File: src/hdl/sfr_pkg.sv
// shared types and constants for the stream find-and-replace block
package sfr_pkg;

   // configuration register layout
   localparam int unsigned CSR_INDEX_W = 2;
   localparam int unsigned CSR_DATA_W  = 64;
   localparam int unsigned LEN_W       = 4;
   localparam int unsigned BYTE_W      = 8;

   typedef enum logic [CSR_INDEX_W-1:0] {
      CSR_PATTERN_BYTES  = 2'd0,
      CSR_PATTERN_LENGTH = 2'd1,
      CSR_VALUE_BYTES    = 2'd2,
      CSR_VALUE_LENGTH   = 2'd3
   } csr_index_type;

   // source of the result word
   typedef enum logic [1:0] {
      OUT_WIN,
      OUT_VAL,
      OUT_EMPTY
   } out_sel_type;

   // controller to datapath
   typedef struct packed {
      logic        append;
      logic        shift_win;
      logic        clear_win;
      logic        val_start;
      logic        val_next;
      out_sel_type out_sel;
      logic        out_last;
   } cmd_type;

   // datapath to controller
   typedef struct packed {
      logic p_zero;
      logic full;
      logic match;
      logic win_empty;
      logic count_one;
      logic v_zero;
      logic val_at_end;
      logic last_seen;
   } status_type;

endpackage

File: src/hdl/sfr_if.sv
// stream channel interfaces for source words and result words

interface sfr_req_if;
   logic       valid;
   logic       ready;
   logic [7:0] in_byte;
   logic       in_last;

   modport source (output valid, output in_byte, output in_last, input ready);
   modport sink (input valid, input in_byte, input in_last, output ready);
endinterface

interface sfr_rsp_if;
   logic       valid;
   logic       ready;
   logic [7:0] out_byte;
   logic       has_byte;
   logic       out_last;

   modport source (output valid, output out_byte, output has_byte, output out_last,
                   input ready);
   modport sink (input valid, input out_byte, input has_byte, input out_last,
                 output ready);
endinterface

File: src/hdl/sfr_datapath.sv
// window, configuration registers, pattern compare and result mux
module sfr_datapath #(
   parameter int unsigned PATTERN_MAX = 8,
   parameter int unsigned VALUE_MAX   = 8
) (
   input  logic                                clock,
   input  logic                                reset,
   input  logic                                csr_write_en,
   input  logic [sfr_pkg::CSR_INDEX_W-1:0]     csr_index,
   input  logic [sfr_pkg::CSR_DATA_W-1:0]      csr_wdata,
   input  logic [7:0]                          in_byte,
   input  logic                                in_last,
   input  sfr_pkg::cmd_type                    cmd,
   output sfr_pkg::status_type                 status,
   output logic [7:0]                          out_byte,
   output logic                                has_byte,
   output logic                                out_last
);

   localparam int unsigned CNT_W  = $clog2(PATTERN_MAX + 1);
   localparam int unsigned IDX_W  = (PATTERN_MAX > 1) ? $clog2(PATTERN_MAX) : 1;
   localparam int unsigned VCNT_W = $clog2(VALUE_MAX + 1);
   localparam int unsigned VIDX_W = (VALUE_MAX > 1) ? $clog2(VALUE_MAX) : 1;

   logic [sfr_pkg::CSR_DATA_W-1:0] pat_bytes_ff;
   logic [sfr_pkg::LEN_W-1:0]      pat_len_ff;
   logic [sfr_pkg::CSR_DATA_W-1:0] val_bytes_ff;
   logic [sfr_pkg::LEN_W-1:0]      val_len_ff;
   logic [7:0]                     win_ff [PATTERN_MAX];
   logic [CNT_W-1:0]               count_ff, count_in;
   logic [VIDX_W-1:0]              val_idx_ff;
   logic                           last_ff;

   logic [CNT_W-1:0]  p_eff;
   logic [VCNT_W-1:0] v_eff;
   logic [CNT_W-1:0]  wr_pos;
   logic              match;

   // lengths clamped to the hardware maximum
   assign p_eff = (pat_len_ff > sfr_pkg::LEN_W'(PATTERN_MAX)) ? CNT_W'(PATTERN_MAX)
                                                            : pat_len_ff[CNT_W-1:0];
   assign v_eff = (val_len_ff > sfr_pkg::LEN_W'(VALUE_MAX)) ? VCNT_W'(VALUE_MAX)
                                                           : val_len_ff[VCNT_W-1:0];

   // slot taken by the incoming word
   always_comb begin
      if (p_eff == '0) begin
         wr_pos = '0;
      end else if (count_ff >= p_eff) begin
         wr_pos = p_eff - CNT_W'(1);
      end else begin
         wr_pos = count_ff;
      end
   end

   // window against pattern over the used length
   always_comb begin
      match = 1'b1;
      for (int i = 0; i < PATTERN_MAX; i++) begin
         if ((CNT_W'(i) < p_eff) && (win_ff[i] != pat_bytes_ff[8*i +: 8])) begin
            match = 1'b0;
         end
      end
   end

   // next window fill count
   always_comb begin
      count_in = count_ff;
      if (csr_write_en && (csr_index == sfr_pkg::CSR_PATTERN_LENGTH)) begin
         count_in = '0;
      end else if (cmd.append) begin
         count_in = wr_pos + CNT_W'(1);
      end else if (cmd.clear_win) begin
         count_in = '0;
      end else if (cmd.shift_win) begin
         count_in = count_ff - CNT_W'(1);
      end
   end

   // control registers
   always_ff @(posedge clock) begin
      if (reset) begin
         pat_bytes_ff <= '0;
         pat_len_ff   <= '0;
         val_bytes_ff <= '0;
         val_len_ff   <= '0;
         count_ff     <= '0;
         last_ff      <= 1'b0;
      end else begin
         count_ff <= count_in;
         if (csr_write_en) begin
            case (csr_index)
               sfr_pkg::CSR_PATTERN_BYTES:  pat_bytes_ff <= csr_wdata;
               sfr_pkg::CSR_PATTERN_LENGTH: pat_len_ff   <= csr_wdata[sfr_pkg::LEN_W-1:0];
               sfr_pkg::CSR_VALUE_BYTES:    val_bytes_ff <= csr_wdata;
               sfr_pkg::CSR_VALUE_LENGTH:   val_len_ff   <= csr_wdata[sfr_pkg::LEN_W-1:0];
               default: ;
            endcase
         end
         if (cmd.append) begin
            last_ff <= in_last;
         end
      end
   end

   // window storage and value index
   always_ff @(posedge clock) begin
      if (cmd.append) begin
         win_ff[wr_pos[IDX_W-1:0]] <= in_byte;
      end else if (cmd.shift_win) begin
         for (int i = 0; i < PATTERN_MAX - 1; i++) begin
            win_ff[i] <= win_ff[i+1];
         end
      end
      if (cmd.val_start) begin
         val_idx_ff <= '0;
      end else if (cmd.val_next) begin
         val_idx_ff <= val_idx_ff + VIDX_W'(1);
      end
   end

   // status back to the controller
   always_comb begin
      status.p_zero     = (p_eff == '0);
      status.full       = (p_eff != '0) && (count_ff == p_eff);
      status.match      = match;
      status.win_empty  = (count_ff == '0);
      status.count_one  = (count_ff == CNT_W'(1));
      status.v_zero     = (v_eff == '0);
      status.val_at_end = (VCNT_W'(val_idx_ff) == (v_eff - VCNT_W'(1)));
      status.last_seen  = last_ff;
   end

   // result word
   always_comb begin
      out_last = cmd.out_last;
      case (cmd.out_sel)
         sfr_pkg::OUT_WIN: begin
            out_byte = win_ff[0];
            has_byte = 1'b1;
         end
         sfr_pkg::OUT_VAL: begin
            out_byte = val_bytes_ff[8*val_idx_ff +: 8];
            has_byte = 1'b1;
         end
         default: begin
            out_byte = '0;
            has_byte = 1'b0;
         end
      endcase
   end

endmodule

File: src/hdl/sfr_ctrl.sv
// controller state machine: accept, check, then emit result words
module sfr_ctrl (
   input  logic                clock,
   input  logic                reset,
   input  logic                req_valid,
   output logic                req_ready,
   output logic                rsp_valid,
   input  logic                rsp_ready,
   input  sfr_pkg::status_type status,
   output sfr_pkg::cmd_type    cmd
);

   typedef enum logic [2:0] {
      S_IDLE,
      S_CHECK,
      S_WIN,
      S_VAL,
      S_EMPTY
   } state_type;

   state_type state_ff, state_in;
   logic      one_ff, one_in;

   // state and emit-one flag
   always_ff @(posedge clock) begin
      if (reset) begin
         state_ff <= S_IDLE;
         one_ff   <= 1'b0;
      end else begin
         state_ff <= state_in;
         one_ff   <= one_in;
      end
   end

   // next state and datapath commands
   always_comb begin
      state_in  = state_ff;
      one_in    = one_ff;
      cmd       = '0;
      cmd.out_sel = sfr_pkg::OUT_EMPTY;
      req_ready = 1'b0;
      rsp_valid = 1'b0;
      case (state_ff)
         S_IDLE: begin
            req_ready = 1'b1;
            if (req_valid) begin
               cmd.append = 1'b1;
               state_in   = S_CHECK;
            end
         end
         S_CHECK: begin
            if (status.p_zero) begin
               // pass through: the one stored word goes out as a flush
               one_in   = 1'b0;
               state_in = S_WIN;
            end else if (status.full && status.match) begin
               cmd.clear_win = 1'b1;
               cmd.val_start = 1'b1;
               if (!status.v_zero) begin
                  state_in = S_VAL;
               end else if (status.last_seen) begin
                  state_in = S_EMPTY;
               end else begin
                  state_in = S_IDLE;
               end
            end else if (status.full) begin
               // mismatch: oldest word out, or whole window on the final word
               one_in   = !status.last_seen;
               state_in = S_WIN;
            end else if (status.last_seen) begin
               one_in   = 1'b0;
               state_in = status.win_empty ? S_EMPTY : S_WIN;
            end else begin
               state_in = S_IDLE;
            end
         end
         S_WIN: begin
            rsp_valid    = 1'b1;
            cmd.out_sel  = sfr_pkg::OUT_WIN;
            cmd.out_last = status.last_seen && !one_ff && status.count_one;
            if (rsp_ready) begin
               cmd.shift_win = 1'b1;
               if (one_ff || status.count_one) begin
                  state_in = S_IDLE;
               end
            end
         end
         S_VAL: begin
            rsp_valid    = 1'b1;
            cmd.out_sel  = sfr_pkg::OUT_VAL;
            cmd.out_last = status.last_seen && status.val_at_end;
            if (rsp_ready) begin
               cmd.val_next = 1'b1;
               if (status.val_at_end) begin
                  state_in = S_IDLE;
               end
            end
         end
         S_EMPTY: begin
            rsp_valid    = 1'b1;
            cmd.out_sel  = sfr_pkg::OUT_EMPTY;
            cmd.out_last = 1'b1;
            if (rsp_ready) begin
               state_in = S_IDLE;
            end
         end
         default: begin
            state_in = S_IDLE;
         end
      endcase
   end

endmodule

File: src/hdl/stream_find_and_replace_top.sv
// top level of the stream find-and-replace block
//
// The req_chan channel takes one source byte per word, with in_last on the
// final byte of a stream. The rsp_chan channel gives the rewritten stream one
// byte per word; has_byte low marks an empty end word, and out_last flags the
// final word of the output stream. Pattern and replacement are set through the
// csr_ write port while the block is idle; writing the pattern length drops
// any pending window bytes.
// Each source word passes through an accept state and a compare state in the
// controller, then its result words go out one per cycle while the receiver
// is ready; a word produces up to 8 results, and one that only fills the
// window produces none. The controller handles one source word at a time.
// A stalled receiver holds the current result word steady and the block
// takes no new source word until all results of the current one are taken.
// Synchronous reset returns to idle, clears the window count and sets all
// configuration registers to zero (pass-through mode).
module stream_find_and_replace_top #(
   parameter int unsigned PATTERN_MAX = 8,
   parameter int unsigned VALUE_MAX   = 8
) (
   input  logic                            clock,
   input  logic                            reset,
   sfr_req_if.sink                         req_chan,
   sfr_rsp_if.source                       rsp_chan,
   input  logic                            csr_write_en,
   input  logic [sfr_pkg::CSR_INDEX_W-1:0] csr_index,
   input  logic [sfr_pkg::CSR_DATA_W-1:0]  csr_wdata
);

   sfr_pkg::cmd_type    cmd;
   sfr_pkg::status_type status;
   logic                req_ready;
   logic                rsp_valid;
   logic [7:0]          out_byte;
   logic                has_byte;
   logic                out_last;

   // controller
   sfr_ctrl u_ctrl (
      .clock     (clock),
      .reset     (reset),
      .req_valid (req_chan.valid),
      .req_ready (req_ready),
      .rsp_valid (rsp_valid),
      .rsp_ready (rsp_chan.ready),
      .status    (status),
      .cmd       (cmd)
   );

   // datapath
   sfr_datapath #(
      .PATTERN_MAX (PATTERN_MAX),
      .VALUE_MAX   (VALUE_MAX)
   ) u_datapath (
      .clock        (clock),
      .reset        (reset),
      .csr_write_en (csr_write_en),
      .csr_index    (csr_index),
      .csr_wdata    (csr_wdata),
      .in_byte      (req_chan.in_byte),
      .in_last      (req_chan.in_last),
      .cmd          (cmd),
      .status       (status),
      .out_byte     (out_byte),
      .has_byte     (has_byte),
      .out_last     (out_last)
   );

   // channel hookup
   assign req_chan.ready    = req_ready;
   assign rsp_chan.valid    = rsp_valid;
   assign rsp_chan.out_byte = out_byte;
   assign rsp_chan.has_byte = has_byte;
   assign rsp_chan.out_last = out_last;

endmodule

File: src/flat_wrapper.sv
// flat-port wrapper written by rule: the top's interface ports become plain ports
module stream_find_and_replace_top_flat 
#(
   parameter int unsigned PATTERN_MAX = 8,
   parameter int unsigned VALUE_MAX   = 8
)
  (clock, reset, csr_write_en, csr_index, csr_wdata, req_chan_valid, req_chan_in_byte, req_chan_in_last, req_chan_ready, rsp_chan_valid, rsp_chan_out_byte, rsp_chan_has_byte, rsp_chan_out_last, rsp_chan_ready);
  sfr_req_if req_chan_i ();
  sfr_rsp_if rsp_chan_i ();
  input  logic clock;
  input  logic reset;
  input  logic csr_write_en;
  input  logic [sfr_pkg::CSR_INDEX_W-1:0] csr_index;
  input  logic [sfr_pkg::CSR_DATA_W-1:0] csr_wdata;
  input wire logic [$bits(req_chan_i.valid)-1:0] req_chan_valid;
  input wire logic [$bits(req_chan_i.in_byte)-1:0] req_chan_in_byte;
  input wire logic [$bits(req_chan_i.in_last)-1:0] req_chan_in_last;
  output wire logic [$bits(req_chan_i.ready)-1:0] req_chan_ready;
  output wire logic [$bits(rsp_chan_i.valid)-1:0] rsp_chan_valid;
  output wire logic [$bits(rsp_chan_i.out_byte)-1:0] rsp_chan_out_byte;
  output wire logic [$bits(rsp_chan_i.has_byte)-1:0] rsp_chan_has_byte;
  output wire logic [$bits(rsp_chan_i.out_last)-1:0] rsp_chan_out_last;
  input wire logic [$bits(rsp_chan_i.ready)-1:0] rsp_chan_ready;
  assign req_chan_i.valid = req_chan_valid;
  assign req_chan_i.in_byte = req_chan_in_byte;
  assign req_chan_i.in_last = req_chan_in_last;
  assign req_chan_ready = req_chan_i.ready;
  assign rsp_chan_valid = rsp_chan_i.valid;
  assign rsp_chan_out_byte = rsp_chan_i.out_byte;
  assign rsp_chan_has_byte = rsp_chan_i.has_byte;
  assign rsp_chan_out_last = rsp_chan_i.out_last;
  assign rsp_chan_i.ready = rsp_chan_ready;
  stream_find_and_replace_top #(.PATTERN_MAX(PATTERN_MAX), .VALUE_MAX(VALUE_MAX)) u_core (.clock(clock), .reset(reset), .req_chan(req_chan_i), .rsp_chan(rsp_chan_i), .csr_write_en(csr_write_en), .csr_index(csr_index), .csr_wdata(csr_wdata));
endmodule
File: config.mk
export PLATFORM = sky130hd
export DESIGN_NAME = stream_find_and_replace_top_flat
export DESIGN_NICKNAME = d
export VERILOG_FILES = /design/src/hdl/sfr_pkg.sv /design/src/hdl/sfr_if.sv /design/src/hdl/sfr_datapath.sv /design/src/hdl/sfr_ctrl.sv /design/src/hdl/stream_find_and_replace_top.sv /design/src/flat_wrapper.sv
export SDC_FILE = /design/constraint.sdc
export NUM_CORES = 1
export LEC_CHECK = 0
export BUFFER_PORTS_ARGS = -buffer_cell sky130_fd_sc_hd__buf_2
export CORE_MARGIN = 1
export CORE_UTILIZATION = 41
export DETAILED_ROUTE_END_ITERATION = 10
export HOLD_SLACK_MARGIN = 0.15
export PLACE_DENSITY = 0.58
export SYNTH_ARGS = -nofsm -noshare
export SYNTH_HDL_FRONTEND = slang
export SYNTH_HIERARCHICAL = 1
export SYNTH_SLANG_ARGS = --single-unit
File: constraint.sdc
create_clock -name clock -period 2.7 [get_ports clock]
set_clock_uncertainty 0.15 [all_clocks]
set_input_delay 0.135 -clock clock [delete_from_list [all_inputs] [get_ports clock]]
set_output_delay 0.135 -clock clock [all_outputs]
set_load 0.02 [all_outputs]
==> summary by stage <==
Run status
The run finished, with violations left. The final reports fail on negative setup slack.

Hold path
For hold timing, the worst endpoint is u_core/u_datapath/win_ff[6][4]$_DFFE_PP_. The startpoint of the worst hold path is req_chan_in_byte[4]. The worst hold path stage count is 3. The class of the most critical hold timing path is primary input to register.

Timing
The final critical path time including I/O delays and setup is 2.85 ns. Across all setup checks in the final design, the least slack found is -0.150 ns. Derived from the worst setup path, the maximum achievable clock frequency is 0.351 GHz. The number of pins exceeding their max-slew limit in the final report is 0.

The period utilization is 106%. Measured against its own limit, the worst slew margin works out to 34.4%. The sum of negative setup slack is -0.258 ns. Setup repair after global routing could not meet its margin everywhere. The final-layout worst hold slack is 0.182 ns. The hold violation total from the final report was 0.

The final-report setup violation count is 5. At the pin with the least slew margin, the transition time is 0.982 ns.

Clock tree
In this run the deepest clock path goes through 3 buffers. The number of clock buffers added by TritonCTS is 23. Clock tree synthesis selected as its root buffer the cell clkbuf_16. The later pin in the worst-skew pair is clocked with a latency of 0.51 ns. The TritonCTS clock tree is yes. CTS built an H-tree with a depth of 1. The tree built by TritonCTS fans out to 212 sinks. Clock-pin slew was measured on the worst setup and hold paths at roughly 0.06 ns.

Synthesis
The summed instance area of the synthesized netlist is 0.00967 mm². Sorting the synthesized cells by how often they occur yields nand2_1 (274), dfxtp_1 (148), a21oi_1 (140). nand2_1 is the most common cell in the netlist. The area share of the largest cell type after synthesis is 30.7%. The post-synthesis async set-or-reset flop share is 0%. Among all flip-flop cells after synthesis, the most frequent one is dfxtp_1. The post-synthesis area per instance is about 9.3 µm². The sequential share of the synthesized area is 50.5%. The flop and latch count out of synthesis is 212.

dfxtp_1 takes more of the synthesized area than any other cell. In this run, synthesis inferred 64 flip-flops with an integrated enable. Yosys printed 6 warnings. The cell count after synthesis is 1038.

Synthesis produced a netlist with a net count of 1131. Sorting the synthesized cells by area gives the leading types as dfxtp_1 (31%), edfxtp_1 (20%), nand2_1 (11%). The count of different cell masters after synthesis is 55.

Die
Measured along the x axis, the die boundary spans 156 µm. Measured along the y axis, the die boundary spans 156 µm. For this configuration, the core starts out at a cell density of 42.3%. Row generation in the floorplan step produced 55 rows. The area of the core is between 0.02 and 0.025 mm². The die covers 0.0242 mm².

The number of ports placed on the die boundary is between 90 and 100.

Cells and area
At the end of the flow, the number of nets in the layout was 1332. The non-filler instance count after layout is 1568. Of the cells placed in the final design, the portion with a size suffix greater than 1 is 19.1%.

0 antenna diodes ended up in the layout. The area growth from synthesis to layout is 30.4%. The area of all placed cells without fillers is 0.0126 mm².

The filler cell count in the final layout is 2099.

Setup path
The source of the worst register-to-register timing path is u_core/u_datapath/win_ff[3][4]$_DFFE_PP_. The setup check on the worst reg-to-reg path leaves a slack of -0.15 ns. The endpoint arrival time on the critical path is 3.10 ns. The cell count of the worst reg-to-reg path is 11. STA classifies the critical path endpoint as a register.

The critical path class is register to register. The element type at the critical path start is a register. The worst register-to-register path ends at u_core/u_ctrl/state_ff[0]$_SDFFE_PP0P_. The maximum fanout encountered on the critical timing path is 2. The data required time of the critical path is 2.95 ns.

Route
The detail route stage leaves a number of antenna-violating nets equal to 0. The first-pass iteration count of the detailed router is 5. Using the TritonRoute via totals, the vias-per-cell ratio works out to 5.21. For this block, the via count after detailed routing is ~8200. Wires add up to 29.1 mm. The final routed DRC violation total is 0. After detailed routing, the average wire length per cell comes to 18.5 µm. The detailed router finished its first iteration with 522 violations.

Placed design
Before CTS, the worst setup slack after placement is -0.231 ns. Once placement completed, the tool counted placed cells totaling 1427. Buffers placed on the I/O ports in this run total 91.

The placed wire-length estimate after detailed placement is approximately 20 mm. Once placement finished, the instance area stood at about 0.011 mm². Routability-driven placement finished with a final weighted congestion of 0.831.

Global route
The global routing usage summed across all routing layers is roughly a quarter. The number of global-route vias before repair came to 8179. The total congestion overflow after global routing is 0. The pin count of the biggest net entering global routing is 65. The number of antenna violations at the first check in global routing is 0. The wire length of the first global-routing pass is 44.8 mm.

Power
The worst-case IR drop observed on VDD is 0.491 mV. The reported leakage power is around 5 nW. The power density relative to cell area is 638 mW/mm².

Flow run
The number of max-cap violations is 0.
[cells in the final DEF, fill, tap and decap left out, drive strengths merged, types with 6 or more instances in the layout]
cell,count
nor3,6
dfxtp,148
a21o,57
mux4,16
buf,154
xor2,38
nand2,274
nor3b,7
clkinv,9
a211oi,8
nand4,10
clkbuf,27
mux2i,18
o21ai,7
a21oi,140
inv,13
dlygate4sd3,93
ha,13
xnor2,36
nor2b,14
nor2,39
edfxtp,64
nand2b,7
nor4,11
[worst max-delay path, stage by stage, from the launching register on]
cell      delay (ns)
edfxtp_1        0.44
xnor2_1         0.16
nand4_1         0.16
nor4_2          0.32
nand2_1         0.10
a221o_1         0.28
a21oi_2         0.13
o211a_1         0.20
nand3b_1        0.16
buf_4           0.17
o31a_1          0.23
o41ai_1         0.23
[layout make-up]
type                       count  area (µm²)  share of cell area, %
clock inverter                14         150                   1.19
tap                          313         392                   3.11
timing repair buffer         247        1970                   15.6
multi-input combinational    743        4560                   36.2
clock buffer                  27         601                   4.77
inverter                      12        45.0                  0.357
sequential                   212        4880                   38.8
[timing repair]
item	4_1_cts	5_1_grt
cloned	0	0
gates resized for setup	18	13
pin swaps	9	8
buffers inserted	6	1
hold endpoints to repair	144	0
setup endpoints to repair	74	77
hold buffers	93	0
[power by group]
part           internal (W)  switching (W)  total (W)
registers           0.00344       0.000104    0.00354
logic              0.000625       0.000712    0.00134
clock network       0.00188        0.00129    0.00316
[metal layers]
| metal | share of wire [%] | global-route usage [%] | up-vias | wire length, µm |
|---|---|---|---|---|
| met5 | 0 | 0 | - | 0 |
| met4 | 3.1 | 8.36 | 0 | 914 |
| met3 | 4.5 | 2.94 | 53 | 1310 |
| met2 | 48 | 40.9 | 246 | 13900 |
| met1 | 45 | 31.9 | 3918 | 13000 |
| li1 | - | - | 3956 | - |
[registers in the layout, indices dropped and copies added (netlist names)]
signal	count
u_core/u_datapath/val_bytes_ff	64
u_core/u_datapath/val_len_ff	4
u_core/u_ctrl/state_ff	3
u_core/u_ctrl/one_ff	1
u_core/u_datapath/win_ff	64
u_core/u_datapath/val_idx_ff	3
u_core/u_datapath/pat_bytes_ff	64
u_core/u_datapath/count_ff	4
u_core/u_datapath/last_ff	1
u_core/u_datapath/pat_len_ff	4
[logic make-up after synthesis]
logic type | count (synthesis) | synth area share [%]
multiplexers | 34 | 5.59
AO/OA/AOI/OAI | 235 | 14.7
AND/OR/NAND/NOR | 387 | 17.2
XOR/XNOR | 74 | 6.71
flip-flops | 212 | 50.5
buffers and inverters | 83 | 3.62
adder cells (fa/ha/maj) | 13 | 1.68
[how the worst max path moves through the flow]
stage                                                            start                                          to  slack (ns)  depth (start not counted)
after CTS                     u_core/u_datapath/win_ff[2][2]$_DFFE_PP_      u_core/u_ctrl/state_ff[0]$_SDFFE_PP0P_       -0.13                         11
after global placement    u_core/u_datapath/pat_len_ff[3]$_SDFFE_PP0P_    u_core/u_datapath/win_ff[4][2]$_DFFE_PP_       -0.15                         11
final                         u_core/u_datapath/win_ff[3][4]$_DFFE_PP_      u_core/u_ctrl/state_ff[0]$_SDFFE_PP0P_       -0.15                         11
after floorplan               u_core/u_datapath/win_ff[2][1]$_DFFE_PP_  u_core/u_datapath/count_ff[1]$_SDFFE_PP0P_        0.03                         14
after global routing          u_core/u_datapath/win_ff[3][4]$_DFFE_PP_      u_core/u_ctrl/state_ff[0]$_SDFFE_PP0P_       -0.30                         10
after detailed placement  u_core/u_datapath/pat_len_ff[3]$_SDFFE_PP0P_    u_core/u_datapath/win_ff[4][2]$_DFFE_PP_       -0.23                         11
[metrics by stage]
step | utilization (%) | power [W]
2_1_floorplan | - | 0.00433
3_5_place_dp | 47.1 | 0.00479
4_1_cts | 54.9 | 0.00808
5_1_grt | 55.1 | 0.00835
6_report | 55.1 | 0.00804
3_3_place_gp | 47.1 | 0.00478
Power figures use the tool's default switching activity.
